==> src/idpst_pkg.sv <==
// ----------------------------------------------------------------------------
// idpst_pkg
// Shared constants, operation and status codes, and memory request types for
// the identifier pool with signature table.
// ----------------------------------------------------------------------------
package idpst_pkg;

  localparam int POOL_SIZE = 1024;
  localparam int SIG_BITS  = 32;
  localparam int POOL_AW   = $clog2(POOL_SIZE);
  localparam int CNT_W     = $clog2(POOL_SIZE + 1);

  localparam int OP_W     = 3;
  localparam int IDENT_W  = 10;
  localparam int SIG_IO_W = 32;
  localparam int LIVE_W   = 11;
  localparam int STAT_W   = 2;

  localparam int IN_DATA_W    = ((IDENT_W + SIG_IO_W + 7) / 8) * 8;
  localparam int OUT_DATA_W   = ((IDENT_W + SIG_IO_W + LIVE_W + 7) / 8) * 8;
  localparam int OUT_SIG_LSB  = IDENT_W;
  localparam int OUT_LIVE_LSB = IDENT_W + SIG_IO_W;

  localparam logic [OP_W-1:0] OP_CREATE      = 3'd0;
  localparam logic [OP_W-1:0] OP_DESTROY     = 3'd1;
  localparam logic [OP_W-1:0] OP_GET         = 3'd2;
  localparam logic [OP_W-1:0] OP_SET         = 3'd3;
  localparam logic [OP_W-1:0] OP_DESTROY_ALL = 3'd4;

  localparam logic [STAT_W-1:0] STAT_OK    = 2'd0;
  localparam logic [STAT_W-1:0] STAT_EMPTY = 2'd1;
  localparam logic [STAT_W-1:0] STAT_RANGE = 2'd2;

  typedef struct packed {
    logic               rd_en;
    logic [POOL_AW-1:0] rd_addr;
    logic               wr_en;
    logic [POOL_AW-1:0] wr_addr;
    logic [POOL_AW-1:0] wr_data;
  } ring_req_t;

  typedef struct packed {
    logic                rd_en;
    logic [POOL_AW-1:0]  rd_addr;
    logic                wr_en;
    logic [POOL_AW-1:0]  wr_addr;
    logic [SIG_BITS-1:0] wr_data;
  } sig_req_t;

endpackage

==> src/idpst_ctrl.sv <==
// ----------------------------------------------------------------------------
// idpst_ctrl
// Sequencer: reads both memories on accept, modifies and writes back once
// the result register is free, holds head, tail and live count, sweeps both
// memories after reset and on destroy-all, and keeps the result register.
// ----------------------------------------------------------------------------
module idpst_ctrl (
  input  logic                              clk,
  input  logic                              rst_n,
  input  logic                              in_valid,
  output logic                              in_ready,
  input  logic [idpst_pkg::OP_W-1:0]        in_op,
  input  logic [idpst_pkg::IDENT_W-1:0]     in_ident,
  input  logic [idpst_pkg::SIG_IO_W-1:0]    in_sig,
  output logic                              out_valid,
  input  logic                              out_ready,
  output logic [idpst_pkg::IDENT_W-1:0]     out_ident,
  output logic [idpst_pkg::SIG_IO_W-1:0]    out_sig,
  output logic [idpst_pkg::LIVE_W-1:0]      out_live,
  output logic [idpst_pkg::STAT_W-1:0]      out_stat,
  output idpst_pkg::ring_req_t              ring_req,
  input  logic [idpst_pkg::POOL_AW-1:0]     ring_rdata,
  output idpst_pkg::sig_req_t               sig_req,
  input  logic [idpst_pkg::SIG_BITS-1:0]    sig_rdata
);
  import idpst_pkg::*;

  localparam logic [1:0] S_IDLE  = 2'd0;
  localparam logic [1:0] S_EXEC  = 2'd1;
  localparam logic [1:0] S_CLEAR = 2'd2;

  localparam logic [POOL_AW-1:0] LAST_SLOT = POOL_AW'(POOL_SIZE - 1);

  logic [1:0]          state_r, state_nxt;
  logic [OP_W-1:0]     op_r;
  logic [IDENT_W-1:0]  ident_r;
  logic [SIG_BITS-1:0] sig_r;
  logic [POOL_AW-1:0]  head_r, head_nxt;
  logic [POOL_AW-1:0]  tail_r, tail_nxt;
  logic [CNT_W-1:0]    alloc_r, alloc_nxt;
  logic [POOL_AW-1:0]  clr_cnt_r, clr_cnt_nxt;
  logic                clr_emit_r, clr_emit_nxt;
  logic                out_valid_r, out_valid_nxt;
  logic [IDENT_W-1:0]  out_ident_r, out_ident_nxt;
  logic [SIG_IO_W-1:0] out_sig_r, out_sig_nxt;
  logic [LIVE_W-1:0]   out_live_r, out_live_nxt;
  logic [STAT_W-1:0]   out_stat_r, out_stat_nxt;

  logic               accept;
  logic               finish;
  logic               in_range;
  logic [POOL_AW-1:0] ident_idx;

  assign in_ready  = (state_r == S_IDLE);
  assign accept    = in_valid && in_ready;
  assign finish    = (state_r == S_EXEC) && (!out_valid_r || out_ready);
  assign in_range  = 32'(ident_r) < 32'(POOL_SIZE);
  assign ident_idx = POOL_AW'(ident_r);

  assign out_valid = out_valid_r;
  assign out_ident = out_ident_r;
  assign out_sig   = out_sig_r;
  assign out_live  = out_live_r;
  assign out_stat  = out_stat_r;

  always_comb begin
    state_nxt     = state_r;
    head_nxt      = head_r;
    tail_nxt      = tail_r;
    alloc_nxt     = alloc_r;
    clr_cnt_nxt   = clr_cnt_r;
    clr_emit_nxt  = clr_emit_r;
    out_valid_nxt = out_valid_r && !out_ready;
    out_ident_nxt = out_ident_r;
    out_sig_nxt   = out_sig_r;
    out_live_nxt  = out_live_r;
    out_stat_nxt  = out_stat_r;

    ring_req.rd_en   = accept;
    ring_req.rd_addr = head_r;
    ring_req.wr_en   = 1'b0;
    ring_req.wr_addr = tail_r;
    ring_req.wr_data = ident_idx;
    sig_req.rd_en    = accept;
    sig_req.rd_addr  = POOL_AW'(in_ident);
    sig_req.wr_en    = 1'b0;
    sig_req.wr_addr  = ident_idx;
    sig_req.wr_data  = sig_r;

    unique case (state_r)
      S_IDLE: begin
        if (accept) begin
          if (in_op == OP_DESTROY_ALL) begin
            state_nxt    = S_CLEAR;
            clr_cnt_nxt  = '0;
            clr_emit_nxt = 1'b1;
          end else begin
            state_nxt = S_EXEC;
          end
        end
      end
      S_EXEC: begin
        if (finish) begin
          out_ident_nxt = ident_r;
          out_sig_nxt   = '0;
          out_stat_nxt  = STAT_OK;
          unique case (op_r)
            OP_CREATE: begin
              if (alloc_r >= CNT_W'(POOL_SIZE)) begin
                out_stat_nxt = STAT_EMPTY;
              end else begin
                out_ident_nxt = IDENT_W'(ring_rdata);
                head_nxt      = (head_r == LAST_SLOT) ? '0 : head_r + 1'b1;
                alloc_nxt     = alloc_r + 1'b1;
              end
            end
            OP_DESTROY: begin
              if (!in_range) begin
                out_stat_nxt = STAT_RANGE;
              end else if (alloc_r != '0) begin
                sig_req.wr_en   = 1'b1;
                sig_req.wr_data = '0;
                ring_req.wr_en  = 1'b1;
                tail_nxt        = (tail_r == LAST_SLOT) ? '0 : tail_r + 1'b1;
                alloc_nxt       = alloc_r - 1'b1;
              end
            end
            OP_GET: begin
              if (!in_range) begin
                out_stat_nxt = STAT_RANGE;
              end else begin
                out_sig_nxt = SIG_IO_W'(sig_rdata);
              end
            end
            OP_SET: begin
              if (!in_range) begin
                out_stat_nxt = STAT_RANGE;
              end else begin
                sig_req.wr_en = 1'b1;
              end
            end
            default: begin
            end
          endcase
          out_live_nxt  = LIVE_W'(alloc_nxt);
          out_valid_nxt = 1'b1;
          state_nxt     = S_IDLE;
        end
      end
      S_CLEAR: begin
        ring_req.wr_en   = 1'b1;
        ring_req.wr_addr = clr_cnt_r;
        ring_req.wr_data = clr_cnt_r;
        sig_req.wr_en    = 1'b1;
        sig_req.wr_addr  = clr_cnt_r;
        sig_req.wr_data  = '0;
        clr_cnt_nxt      = clr_cnt_r + 1'b1;
        if (clr_cnt_r == LAST_SLOT) begin
          head_nxt     = '0;
          tail_nxt     = '0;
          alloc_nxt    = '0;
          clr_emit_nxt = 1'b0;
          state_nxt    = clr_emit_r ? S_EXEC : S_IDLE;
        end
      end
      default: begin
        state_nxt = S_IDLE;
      end
    endcase
  end

  always_ff @(posedge clk) begin
    if (!rst_n) begin
      state_r     <= S_CLEAR;
      head_r      <= '0;
      tail_r      <= '0;
      alloc_r     <= '0;
      clr_cnt_r   <= '0;
      clr_emit_r  <= 1'b0;
      out_valid_r <= 1'b0;
    end else begin
      state_r     <= state_nxt;
      head_r      <= head_nxt;
      tail_r      <= tail_nxt;
      alloc_r     <= alloc_nxt;
      clr_cnt_r   <= clr_cnt_nxt;
      clr_emit_r  <= clr_emit_nxt;
      out_valid_r <= out_valid_nxt;
    end
  end

  always_ff @(posedge clk) begin
    if (accept) begin
      op_r    <= in_op;
      ident_r <= in_ident;
      sig_r   <= SIG_BITS'(in_sig);
    end
    out_ident_r <= out_ident_nxt;
    out_sig_r   <= out_sig_nxt;
    out_live_r  <= out_live_nxt;
    out_stat_r  <= out_stat_nxt;
  end

endmodule

==> config.mk <==
export PLATFORM = sky130hd
export DESIGN_NAME = idpst_ctrl
export DESIGN_NICKNAME = d
export VERILOG_FILES = /design/src/idpst_pkg.sv /design/src/idpst_ctrl.sv
export SDC_FILE = /design/constraint.sdc
export NUM_CORES = 1
export LEC_CHECK = 0
export BUFFER_PORTS_ARGS = -buffer_cell sky130_fd_sc_hd__buf_2
export CAP_MARGIN = 20
export CORE_MARGIN = 2
export CORE_UTILIZATION = 41
export DETAILED_ROUTE_END_ITERATION = 8
export PLACE_DENSITY = 0.65
export SYNTH_ARGS = -nofsm -noshare
export SYNTH_HDL_FRONTEND = slang
export SYNTH_SLANG_ARGS = --single-unit
==> constraint.sdc <==
create_clock -name clk -period 7.2 [get_ports clk]
set_clock_uncertainty 0.1 [all_clocks]
set_input_delay 0.72 -clock clk [delete_from_list [all_inputs] [get_ports clk]]
set_output_delay 0.72 -clock clk [all_outputs]
set_load 0.005 [all_outputs]
After elaboration in Yosys (flattened, before gate mapping). Cells that the tools add are included.

Bits in registers: 145. Input bits: 91. Output and inout bits: 143. Word-level logic and storage cells: 103.

$add $sub $neg: 5. Magnitude comparators: 1. Equality and inequality tests: 17. Muxes and demuxes: 48. Reductions and logical operators: 18.

Operators by type and width (count): 2-to-1 mux 10 bit (14); 2-to-1 mux 32 bit (3); case mux 32 bit (2 select lines) (1); case mux 10 bit (2 select lines) (3); 2-to-1 mux 11 bit (4); case mux 11 bit (2 select lines) (2); adder 10 x 1 -> 10 bit (second input constant) (3); == test 10 bit (second input constant) (3); 2-to-1 mux 20 bit (1); adder 11 x 1 -> 11 bit (second input constant) (1); >= comparator 11 bit (second input constant) (1); 2-to-1 mux 1 bit (11); nonzero test 11 bit (1); subtractor 11 x 1 -> 11 bit (second input constant) (1); != test 2 x 1 -> 1 bit (second input constant) (5); AND reduction 5 bit (2); AND reduction 3 bit (3); 2-to-1 mux 2 bit (4); case mux 1 bit (2 select lines) (4); == test 3 x 2 -> 1 bit (second input constant) (2); != test 2 bit (second input constant) (3); case mux 2 bit (3 select lines) (1); AND reduction 4 bit (1); nonzero test 2 bit (2); other kinds (10) (13).

Depth between registers and ports, before layout. Gate-level depths: netlist (run 1).

Word-level depth: 6. Mapped depth: 9. Gate-level depth less buffers: 7.

Worst setup path before layout (run 1). No wires, ideal clock.

Path kind: input-to-output. From: input in_valid. To: output ring_req[31] (netlist bit). Arrival time: 1.967 ns. Data required time: 6.380 ns. Setup slack: 4.413 ns. Cell stages on the path: 3. Cell sequence: nand2_1 > inv_1 > buf_4.

Word-level cells in the longest chain between the ends: 1.

Ends and longest elaborated chain: start, declared (RTL line idpst_ctrl.sv:10) `input logic in_valid,`; logical AND 1 bit (RTL line idpst_ctrl.sv:55) `assign accept = in_valid && in_ready;`; end, declared (RTL line idpst_ctrl.sv:21) `output idpst_pkg::ring_req_t ring_req,`.

Every way passes these cells.

==> results of run 1 <==
[metrics by stage]
stage	util, %	area, sq um	total power [mW]
after detailed placement	48.46	7951	2.010
after floorplan	-	6797	1.682
after global placement	48.46	7951	2.011
final	52.34	8587	2.928
after CTS	52.27	8576	2.959
after global routing	52.34	8587	3.122
[worst max-delay path, stage by stage, from the launching register on]
cell and delay [ns]:
sky130_fd_sc_hd__edfxtp_1 0.70, sky130_fd_sc_hd__nor3b_1 0.57, sky130_fd_sc_hd__o211a_1 0.25, sky130_fd_sc_hd__and2_1 0.13
sky130_fd_sc_hd__buf_4 0.32, sky130_fd_sc_hd__nor2b_1 0.11, sky130_fd_sc_hd__buf_2 0.14
[layer usage]
layer / wire (um) / track usage, % / vias up
met5: 0 / 0 / -
met4: 332 / 7.766 / 0
met3: 1137 / 5.096 / 22
met2: 7264 / 28.32 / 226
met1: 7190 / 24.61 / 2419
li1: - / - / 2668
[power by group]
part | total (mW) | switching [mW] | internal, mW
sequential | 1.05 | 0.0488 | 1.00
combinational | 0.943 | 0.578 | 0.365
clock | 0.935 | 0.326 | 0.609
[sequential cells by signal (all words and copies together), names as in the netlist]
register	flops
out_sig	32
sig_r	32
alloc_r	11
out_live	11
clr_cnt_r	10
head_r	10
ident_idx	10
out_ident	10
tail_r	10
op_r	3
state_r	2
clr_emit_r	1
out_stat	1
out_valid	1
[layout make-up]
class | count | area share, %
Inverter | 36 | 1.574
Multi-Input combinational cell | 406 | 28.92
Tap cell | 220 | 3.206
Sequential cell | 144 | 45.11
Clock buffer | 19 | 5.042
Timing Repair Buffer | 236 | 13.92
Clock inverter | 12 | 2.229
[final timing paths]
check        depth (start not counted)  slack [ns]            to
max                                  6        3.73   sig_req[31]
min                                  1        0.38     sig_r[13]
max reg2reg                          8        4.29  clr_cnt_r[7]
min reg2reg                          2        0.39     tail_r[9]
[cell families (layout without fill, tap and decap cells)]
group                    count (synthesis)  after routing  share of synthesized area, %
other                                    1              1                       0.05518
AND/OR/NAND/NOR                        243            243                         20.07
AO/OA/AOI/OAI                          132            132                         11.84
multiplexers                             4              4                        0.6259
flip-flops                             144            144                         57.00
XOR/XNOR                                18             18                         2.320
buffers and inverters                   86            303                         6.627
adder cells (fa/ha/maj)                  8              8                         1.473
[cell usage in the layout, fill, tap and decap left out, types with 17 or more instances in the layout]
cell,Yosys,layout
sky130_fd_sc_hd__edfxtp_1,99,99
sky130_fd_sc_hd__nand2_1,52,52
sky130_fd_sc_hd__clkbuf_16,0,17
sky130_fd_sc_hd__and2_1,37,37
sky130_fd_sc_hd__nor2b_1,34,34
sky130_fd_sc_hd__inv_1,36,34
sky130_fd_sc_hd__dfxtp_1,45,45
sky130_fd_sc_hd__o21ai_0,58,58
sky130_fd_sc_hd__nor2_1,32,32
sky130_fd_sc_hd__a21oi_1,21,21
sky130_fd_sc_hd__buf_2,1,232
==> report_table.html, run 1 <==
<table>
<tr><th>Metric</th><th>Value</th></tr>
<tr><th colspan="2">Run status</th></tr>
<tr><td>Outcome</td><td>finished clean</td></tr>
<tr><th colspan="2">GRT</th></tr>
<tr><td>Antenna violations before repair</td><td>0</td></tr>
<tr><td>Global Route Usage Sum</td><td>between 10% and 20%</td></tr>
<tr><td>Vias in the first global route</td><td>around 5000</td></tr>
<tr><td>First-pass GRT wire length</td><td>25760 um</td></tr>
<tr><td>Maximum number of pins on one net before global-route repair</td><td>55</td></tr>
<tr><td>Total gr overflow</td><td>0</td></tr>
<tr><th colspan="2">Route</th></tr>
<tr><td>Number of violations reported at the end of detailed-routing iteration 0</td><td>between 300 and 400</td></tr>
<tr><td>Total wirelength of the detailed-routed design</td><td>about 16000 um</td></tr>
<tr><td>Per-cell routed wire length</td><td>between 10 and 15 um</td></tr>
<tr><td>Vias per Instance</td><td>a little under 5</td></tr>
<tr><td>Via count</td><td>5335</td></tr>
<tr><td>Number of nets with antenna violations after routing</td><td>0</td></tr>
<tr><td>Drc violations</td><td>0</td></tr>
<tr><td>Count of TritonRoute iterations in the first routing pass</td><td>5</td></tr>
<tr><th colspan="2">Logic synthesis</th></tr>
<tr><td>Most instantiated library cell after synthesis</td><td>sky130_fd_sc_hd__edfxtp_1</td></tr>
<tr><td>Syn. warnings</td><td>0</td></tr>
<tr><td>Cell type with the largest total area after synthesis</td><td>sky130_fd_sc_hd__edfxtp_1</td></tr>
<tr><td>Leading post-synthesis cells by instance count</td><td>99 x sky130_fd_sc_hd__edfxtp_1, 58 x sky130_fd_sc_hd__o21ai_0, 52 x sky130_fd_sc_hd__nand2_1</td></tr>
<tr><td>Count of flip-flops with a built-in enable after synthesis</td><td>99</td></tr>
<tr><td>Post-synth top area share</td><td>between 40% and 50%</td></tr>
<tr><td>Post-synthesis cell count</td><td>636</td></tr>
<tr><td>Ys async rst share</td><td>0%</td></tr>
<tr><td>Synth Net Count</td><td>735</td></tr>
<tr><td>Cell area after technology mapping</td><td>slightly below 7000 sq um</td></tr>
<tr><td>Portion of the post-synthesis area used by sequential elements</td><td>between 50% and 60%</td></tr>
<tr><td>Synth unique cells</td><td>70</td></tr>
<tr><td>Most common flop cell mapped by yosys</td><td>sky130_fd_sc_hd__edfxtp_1</td></tr>
<tr><td>Top area cells in the synthesized netlist</td><td>sky130_fd_sc_hd__edfxtp_1 44%, sky130_fd_sc_hd__dfxtp_1 13%, sky130_fd_sc_hd__o21ai_0 4.3%</td></tr>
<tr><td>Total of flip-flops plus latches after synthesis</td><td>144</td></tr>
<tr><td>Avg Inst Size Synth</td><td>approximately 11 sq um</td></tr>
<tr><th colspan="2">Timing</th></tr>
<tr><td>Final period demand of the worst path</td><td>~3.5 ns</td></tr>
<tr><td>Final cycle utilization of the critical path</td><td>between 40% and 50%</td></tr>
<tr><td>Final Hold Viols</td><td>0</td></tr>
<tr><td>Timing-limited maximum frequency</td><td>around 290 MHz</td></tr>
<tr><td>Slew at the pin closest to its max-slew limit</td><td>just under 1 ns</td></tr>
<tr><td>Slew headroom</td><td>between 30% and 40%</td></tr>
<tr><td>Setup-violating endpoint count in the final report</td><td>0</td></tr>
<tr><td>RSZ-0062 raised after global routing</td><td>false</td></tr>
<tr><td>Slew Limit Fails</td><td>0</td></tr>
<tr><td>Setup tns final</td><td>0 ns</td></tr>
<tr><td>Worst slack on hold paths</td><td>between 0.3 and 0.4 ns</td></tr>
<tr><td>Worst path setup slack after routing</td><td>between 3 and 4 ns</td></tr>
<tr><th colspan="2">Final layout</th></tr>
<tr><td>Number of nets in the layout</td><td>940</td></tr>
<tr><td>Number of filler cells placed in the layout</td><td>~1500</td></tr>
<tr><td>Post-synthesis to final-layout area growth</td><td>26.34%</td></tr>
<tr><td>Area taken by multi-input logic gates</td><td>2484 sq um</td></tr>
<tr><td>Count of placed standard cells in the final layout, fillers left out</td><td>1073</td></tr>
<tr><td>Fraction of final layout cells sized beyond drive strength 1</td><td>between 30% and 40%</td></tr>
<tr><td>Antenna diode count</td><td>0</td></tr>
<tr><td>Sequential cell area in the final layout</td><td>3874 sq um</td></tr>
<tr><th colspan="2">Hold path</th></tr>
<tr><td>Worst Hold Class</td><td>in2reg</td></tr>
<tr><td>Hold Startpoint</td><td>in_sig[13]</td></tr>
<tr><th colspan="2">Clocking</th></tr>
<tr><td>Number of resized instances in the post-cts repair step</td><td>0</td></tr>
<tr><td>Number of buffers between clock root and the deepest sink</td><td>2</td></tr>
<tr><td>Clock tree from TritonCTS</td><td>yes</td></tr>
<tr><td>Number of buffers inserted by post-CTS setup repair</td><td>0</td></tr>
<tr><td>Worst skew pair latency</td><td>approximately 0.41 ns</td></tr>
<tr><td>Clock tree root buffer cell</td><td>sky130_fd_sc_hd__clkbuf_16</td></tr>
<tr><td>Total of hold buffers inserted after clock tree synthesis</td><td>0</td></tr>
<tr><td>Clk sinks</td><td>144</td></tr>
<tr><td>Inserted Clock Buffers</td><td>17</td></tr>
<tr><td>Clock transition at the registers of the reported paths</td><td>about 0.060 ns</td></tr>
<tr><td>H-tree levels</td><td>4</td></tr>
<tr><th colspan="2">Critical path</th></tr>
<tr><td>Worst Setup SP</td><td>op_r[0]</td></tr>
<tr><td>Crit path capture type</td><td>primary output</td></tr>
<tr><td>Startpoint-to-endpoint class of the critical path</td><td>reg2out</td></tr>
<tr><td>Arrival time worst endpoint</td><td>between 2 and 3 ns</td></tr>
<tr><td>Worst path required time</td><td>between 6 and 7 ns</td></tr>
<tr><td>CP Launch Type</td><td>register</td></tr>
<tr><td>Source of the worst register-to-register timing path</td><td>state_r[0]</td></tr>
<tr><td>Crit-path max FO</td><td>35</td></tr>
<tr><th colspan="2">Power and ir drop</th></tr>
<tr><td>P per Cell Area</td><td>approximately 340 nW/um^2</td></tr>
<tr><td>Static leakage power</td><td>between 3 and 4 nW</td></tr>
<tr><td>Peak supply drop</td><td>between 0.15 and 0.2 mV</td></tr>
<tr><th colspan="2">Placed design</th></tr>
<tr><td>Detailed placer's ending HPWL</td><td>roughly 12000 um</td></tr>
<tr><td>Post-Place Setup Slack</td><td>3.958 ns</td></tr>
<tr><td>Port Buffers</td><td>232</td></tr>
<tr><td>Gp weighted congestion</td><td>~0.87</td></tr>
<tr><td>Number of placed instances, taps included</td><td>1041</td></tr>
<tr><th colspan="2">Floorplanning</th></tr>
<tr><td>Starting density of the core</td><td>around 41%</td></tr>
<tr><td>Boundary pin count</td><td>approximately 230</td></tr>
<tr><td>Die area</td><td>around 18000 sq um</td></tr>
<tr><td>Die outline width</td><td>132.8 um</td></tr>
<tr><td>Core footprint</td><td>about 16000 sq um</td></tr>
<tr><td>Chip height</td><td>132.8 um</td></tr>
<tr><td>Floorplan row count</td><td>47</td></tr>
<tr><th colspan="2">Flow run</th></tr>
<tr><td>Max-cap violation count</td><td>0</td></tr>
</table>
No activity file was read; power rests on OpenSTA's default activity.
==> inputs of run 2 (changes only) <==
--- a/config.mk
+++ b/config.mk
@@ -10,7 +10,7 @@
 export CORE_MARGIN = 2
 export CORE_UTILIZATION = 41
 export DETAILED_ROUTE_END_ITERATION = 8
-export PLACE_DENSITY = 0.65
+export PLACE_DENSITY = 0.68
 export SYNTH_ARGS = -nofsm -noshare
 export SYNTH_HDL_FRONTEND = slang
 export SYNTH_SLANG_ARGS = --single-unit
==> constraint.sdc (replaced) <==
create_clock -name clk -period 2.9 [get_ports clk]
set_clock_uncertainty 0.1 [all_clocks]
set_input_delay 0.29 -clock clk [delete_from_list [all_inputs] [get_ports clk]]
set_output_delay 0.29 -clock clk [all_outputs]
set_load 0.005 [all_outputs]
==> run 2 against run 1 <==
  * Flip-flop and latch count is the same
  * Core utilization rose by 3.1 points
  * First-iteration DRC count increased by 27%
  * Final cell count up 5.4%
  * Worst hold slack worse by 0.33 ns
  * Final area grew 5.9%
  * Sequential share of layout area fell by 2.5 points
  * Clock power increased by 120%
  * Largest cell class unchanged
==> report_table.html, run 2 (synthesis gave the netlist of run 1 again) <==
<table>
<tr><th>Metric</th><th>Value</th></tr>
<tr><th colspan="2">Critical path</th></tr>
<tr><td>CP Launch Type</td><td>register</td></tr>
<tr><td>Buffers plus inverters on the worst setup path</td><td>2</td></tr>
<tr><td>Worst-path cell with the longest stage delay</td><td>sky130_fd_sc_hd__or4_4</td></tr>
<tr><td>Family with the most delay on the worst path</td><td>simple AND/OR/NAND/NOR gates</td></tr>
<tr><td>Worst path required time</td><td>2.51 ns</td></tr>
<tr><td>Arrival time worst endpoint</td><td>between 2 and 2.5 ns</td></tr>
<tr><td>Biggest cell delay along the critical path</td><td>~0.53 ns</td></tr>
<tr><td>Startpoint-to-endpoint class of the critical path</td><td>reg2out</td></tr>
<tr><td>Crit-path max FO</td><td>7</td></tr>
<tr><td>Crit path capture type</td><td>primary output</td></tr>
<tr><td>Critical Path, Cell by Cell</td><td>inv_2, ha_1, or2b_4, or4_4, nor2_1, o41ai_1, and2_1, buf_2</td></tr>
<tr><th colspan="2">Timing</th></tr>
<tr><td>Final Hold Viols</td><td>0</td></tr>
<tr><td>Setup tns final</td><td>0 ns</td></tr>
<tr><td>Final period demand of the worst path</td><td>approximately 2.7 ns</td></tr>
<tr><td>Timing-limited maximum frequency</td><td>364.5 MHz</td></tr>
<tr><td>Slew at the pin closest to its max-slew limit</td><td>roughly 0.65 ns</td></tr>
<tr><td>Setup-violating endpoint count in the final report</td><td>0</td></tr>
<tr><td>Worst path setup slack after routing</td><td>around 0.16 ns</td></tr>
<tr><td>Slew headroom</td><td>56.77%</td></tr>
<tr><td>Final cycle utilization of the critical path</td><td>a little over nine tenths</td></tr>
<tr><td>Slew Limit Fails</td><td>0</td></tr>
<tr><td>RSZ-0062 raised after global routing</td><td>false</td></tr>
<tr><th colspan="2">Final layout</th></tr>
<tr><td>Area taken by multi-input logic gates</td><td>2486 sq um</td></tr>
<tr><td>Share of the core filled with cells in the final layout</td><td>a little under three fifths</td></tr>
<tr><td>Sequential cell area in the final layout</td><td>slightly below 4000 sq um</td></tr>
<tr><td>Fraction of final layout cells sized beyond drive strength 1</td><td>between 30% and 40%</td></tr>
<tr><td>Non-Filler Cell Area, Final</td><td>between 9000 and 10000 sq um</td></tr>
<tr><td>Post-synthesis to final-layout area growth</td><td>33.80%</td></tr>
<tr><td>Number of nets in the layout</td><td>between 900 and 1000</td></tr>
<tr><td>Most frequent cells in the layout</td><td>232 x sky130_fd_sc_hd__buf_2, 99 x sky130_fd_sc_hd__edfxtp_1, 58 x sky130_fd_sc_hd__o21ai_0, 52 x sky130_fd_sc_hd__nand2_1, 45 x sky130_fd_sc_hd__dlygate4sd3_1</td></tr>
<tr><td>Number of filler cells placed in the layout</td><td>approximately 1400</td></tr>
<tr><td>Commonest non-fill, non-tap cell in the layout</td><td>sky130_fd_sc_hd__buf_2</td></tr>
<tr><th colspan="2">Route</th></tr>
<tr><td>Count of TritonRoute iterations in the first routing pass</td><td>5</td></tr>
<tr><td>Number of violations reported at the end of detailed-routing iteration 0</td><td>470</td></tr>
<tr><td>Via count</td><td>roughly 5700</td></tr>
<tr><td>Vias per Instance</td><td>roughly 5.1</td></tr>
<tr><td>Per-cell routed wire length</td><td>~16 um</td></tr>
<tr><td>Number of nets with antenna violations after routing</td><td>0</td></tr>
<tr><td>Total wirelength of the detailed-routed design</td><td>between 15000 and 20000 um</td></tr>
<tr><td>Drc violations</td><td>0</td></tr>
<tr><th colspan="2">Floorplanning</th></tr>
<tr><td>Floorplan row count</td><td>47</td></tr>
<tr><td>Boundary pin count</td><td>about 230</td></tr>
<tr><td>Die area</td><td>~18000 sq um</td></tr>
<tr><td>Starting density of the core</td><td>about 41%</td></tr>
<tr><td>Chip height</td><td>132.8 um</td></tr>
<tr><td>Die outline width</td><td>roughly 130 um</td></tr>
<tr><td>Core footprint</td><td>~16000 sq um</td></tr>
<tr><th colspan="2">GRT</th></tr>
<tr><td>Global Route Usage Sum</td><td>20.02%</td></tr>
<tr><td>Total gr overflow</td><td>0</td></tr>
<tr><td>Vias in the first global route</td><td>between 5000 and 6000</td></tr>
<tr><td>Antenna violations before repair</td><td>1</td></tr>
<tr><td>Maximum number of pins on one net before global-route repair</td><td>43</td></tr>
<tr><td>First-pass GRT wire length</td><td>between 20000 and 30000 um</td></tr>
<tr><th colspan="2">Power and ir drop</th></tr>
<tr><td>Register share of total power</td><td>a little over a third</td></tr>
<tr><td>Combinational cell fraction of total power</td><td>between 30% and 40%</td></tr>
<tr><td>Net switching power</td><td>2.536 mW</td></tr>
<tr><td>Internal power contribution</td><td>around 4.8 mW</td></tr>
<tr><td>Peak supply drop</td><td>around 0.69 mV</td></tr>
<tr><td>Switching part of the total power</td><td>about a third</td></tr>
<tr><td>P per Cell Area</td><td>between 800 and 900 nW/um^2</td></tr>
<tr><td>Static leakage power</td><td>about 3.7 nW</td></tr>
<tr><td>Proportion of power drawn by the clock network</td><td>28.5%</td></tr>
<tr><th colspan="2">Placed design</th></tr>
<tr><td>Post-Place Setup Slack</td><td>between 0.2 and 0.3 ns</td></tr>
<tr><td>Cell area after placement</td><td>a little over 8000 sq um</td></tr>
<tr><td>Detailed placer's ending HPWL</td><td>12330 um</td></tr>
<tr><td>Port Buffers</td><td>approximately 230</td></tr>
<tr><td>Gp weighted congestion</td><td>between 0.9 and 1</td></tr>
<tr><th colspan="2">Clocking</th></tr>
<tr><td>Clock tree from TritonCTS</td><td>yes</td></tr>
<tr><td>Number of buffers between clock root and the deepest sink</td><td>2</td></tr>
<tr><td>Clk sinks</td><td>around 140</td></tr>
<tr><td>H-tree levels</td><td>4</td></tr>
<tr><td>Number of buffers inserted by post-CTS setup repair</td><td>0</td></tr>
<tr><td>Inserted Clock Buffers</td><td>17</td></tr>
<tr><td>Clock tree root buffer cell</td><td>sky130_fd_sc_hd__clkbuf_16</td></tr>
<tr><td>Worst skew pair latency</td><td>between 0.4 and 0.5 ns</td></tr>
<tr><td>Clock transition at the registers of the reported paths</td><td>approximately 0.060 ns</td></tr>
<tr><th colspan="2">Run status</th></tr>
<tr><td>Outcome</td><td>finished clean</td></tr>
<tr><th colspan="2">Hold path</th></tr>
<tr><td>Worst Hold Class</td><td>in2reg</td></tr>
<tr><th colspan="2">Flow run</th></tr>
<tr><td>Max-cap violation count</td><td>0</td></tr>
</table>
## run 2: cell count changes in the layout (fill, tap and decap cells not counted), sizes merged
cell	before	now
dlygate4sd3	0	45
clkinvlp	2	4
bufinv	5	1
buf	236	247
inv	36	39
diode	0	1
## run 2: power groups by stage
stage | clock network [mW] | registers [mW] | logic (mW)
global placement | 0 | 2.63 | 2.55
CTS | 2.13 | 2.60 | 2.62
floorplan | 0 | 2.62 | 1.55
detailed placement | 0 | 2.64 | 2.55
finish | 2.08 | 2.60 | 2.62
global route | 2.21 | 2.63 | 2.89
## run 2: metal layers
layer,routed length [um],vias up,track usage (%)
met2,8175,264,31.55
met5,0,-,0
met1,7865,2671,26.51
met3,1365,22,5.134
li1,-,2783,-
met4,294,0,7.885
## run 2: through the flow
stage	cells	hold slack [ns]	total power, mW
floorplan	636	0.2889	4.176
global placement	1053	0.3662	5.188
detailed placement	1053	0.3681	5.192
CTS	1130	0.02915	7.353
global route	1131	0.03380	7.735
finish	1131	0.04672	7.311
## run 2: area by class of cell
type | instances | share of cell area (%)
diodes | 1 | 0.02752
clock buffers | 19 | 4.871
clock inverters | 13 | 1.252
inverters | 36 | 1.486
multi-input cells | 406 | 27.34
flip-flops and latches | 144 | 42.63
well taps | 220 | 3.027
repair buffers | 292 | 19.37
## run 2: tightest hold or removal path: stages
cell and delay (ns):
sky130_fd_sc_hd__buf_2 0.07, sky130_fd_sc_hd__nand2_1 0.03, sky130_fd_sc_hd__o21ai_0 0.06
## run 2: worst paths after layout
kind	start	cells past startpoint	slack [ns]	to
worst min register to register	tail_r[9]	2	0.39	tail_r[9]
worst max-delay path	alloc_r[0]	8	0.16	sig_req[42]
worst min-delay path	ring_rdata[4]	3	0.05	out_ident[4]
worst max register to register	alloc_r[0]	7	0.36	out_live[1]
## run 2: timing repair
action / 4_1_cts / 5_1_grt
hold endpoints to repair: 45 / 0
setup endpoints to repair: 1 / 1
gates resized for setup: 1 / 4
hold buffers: 45 / 0
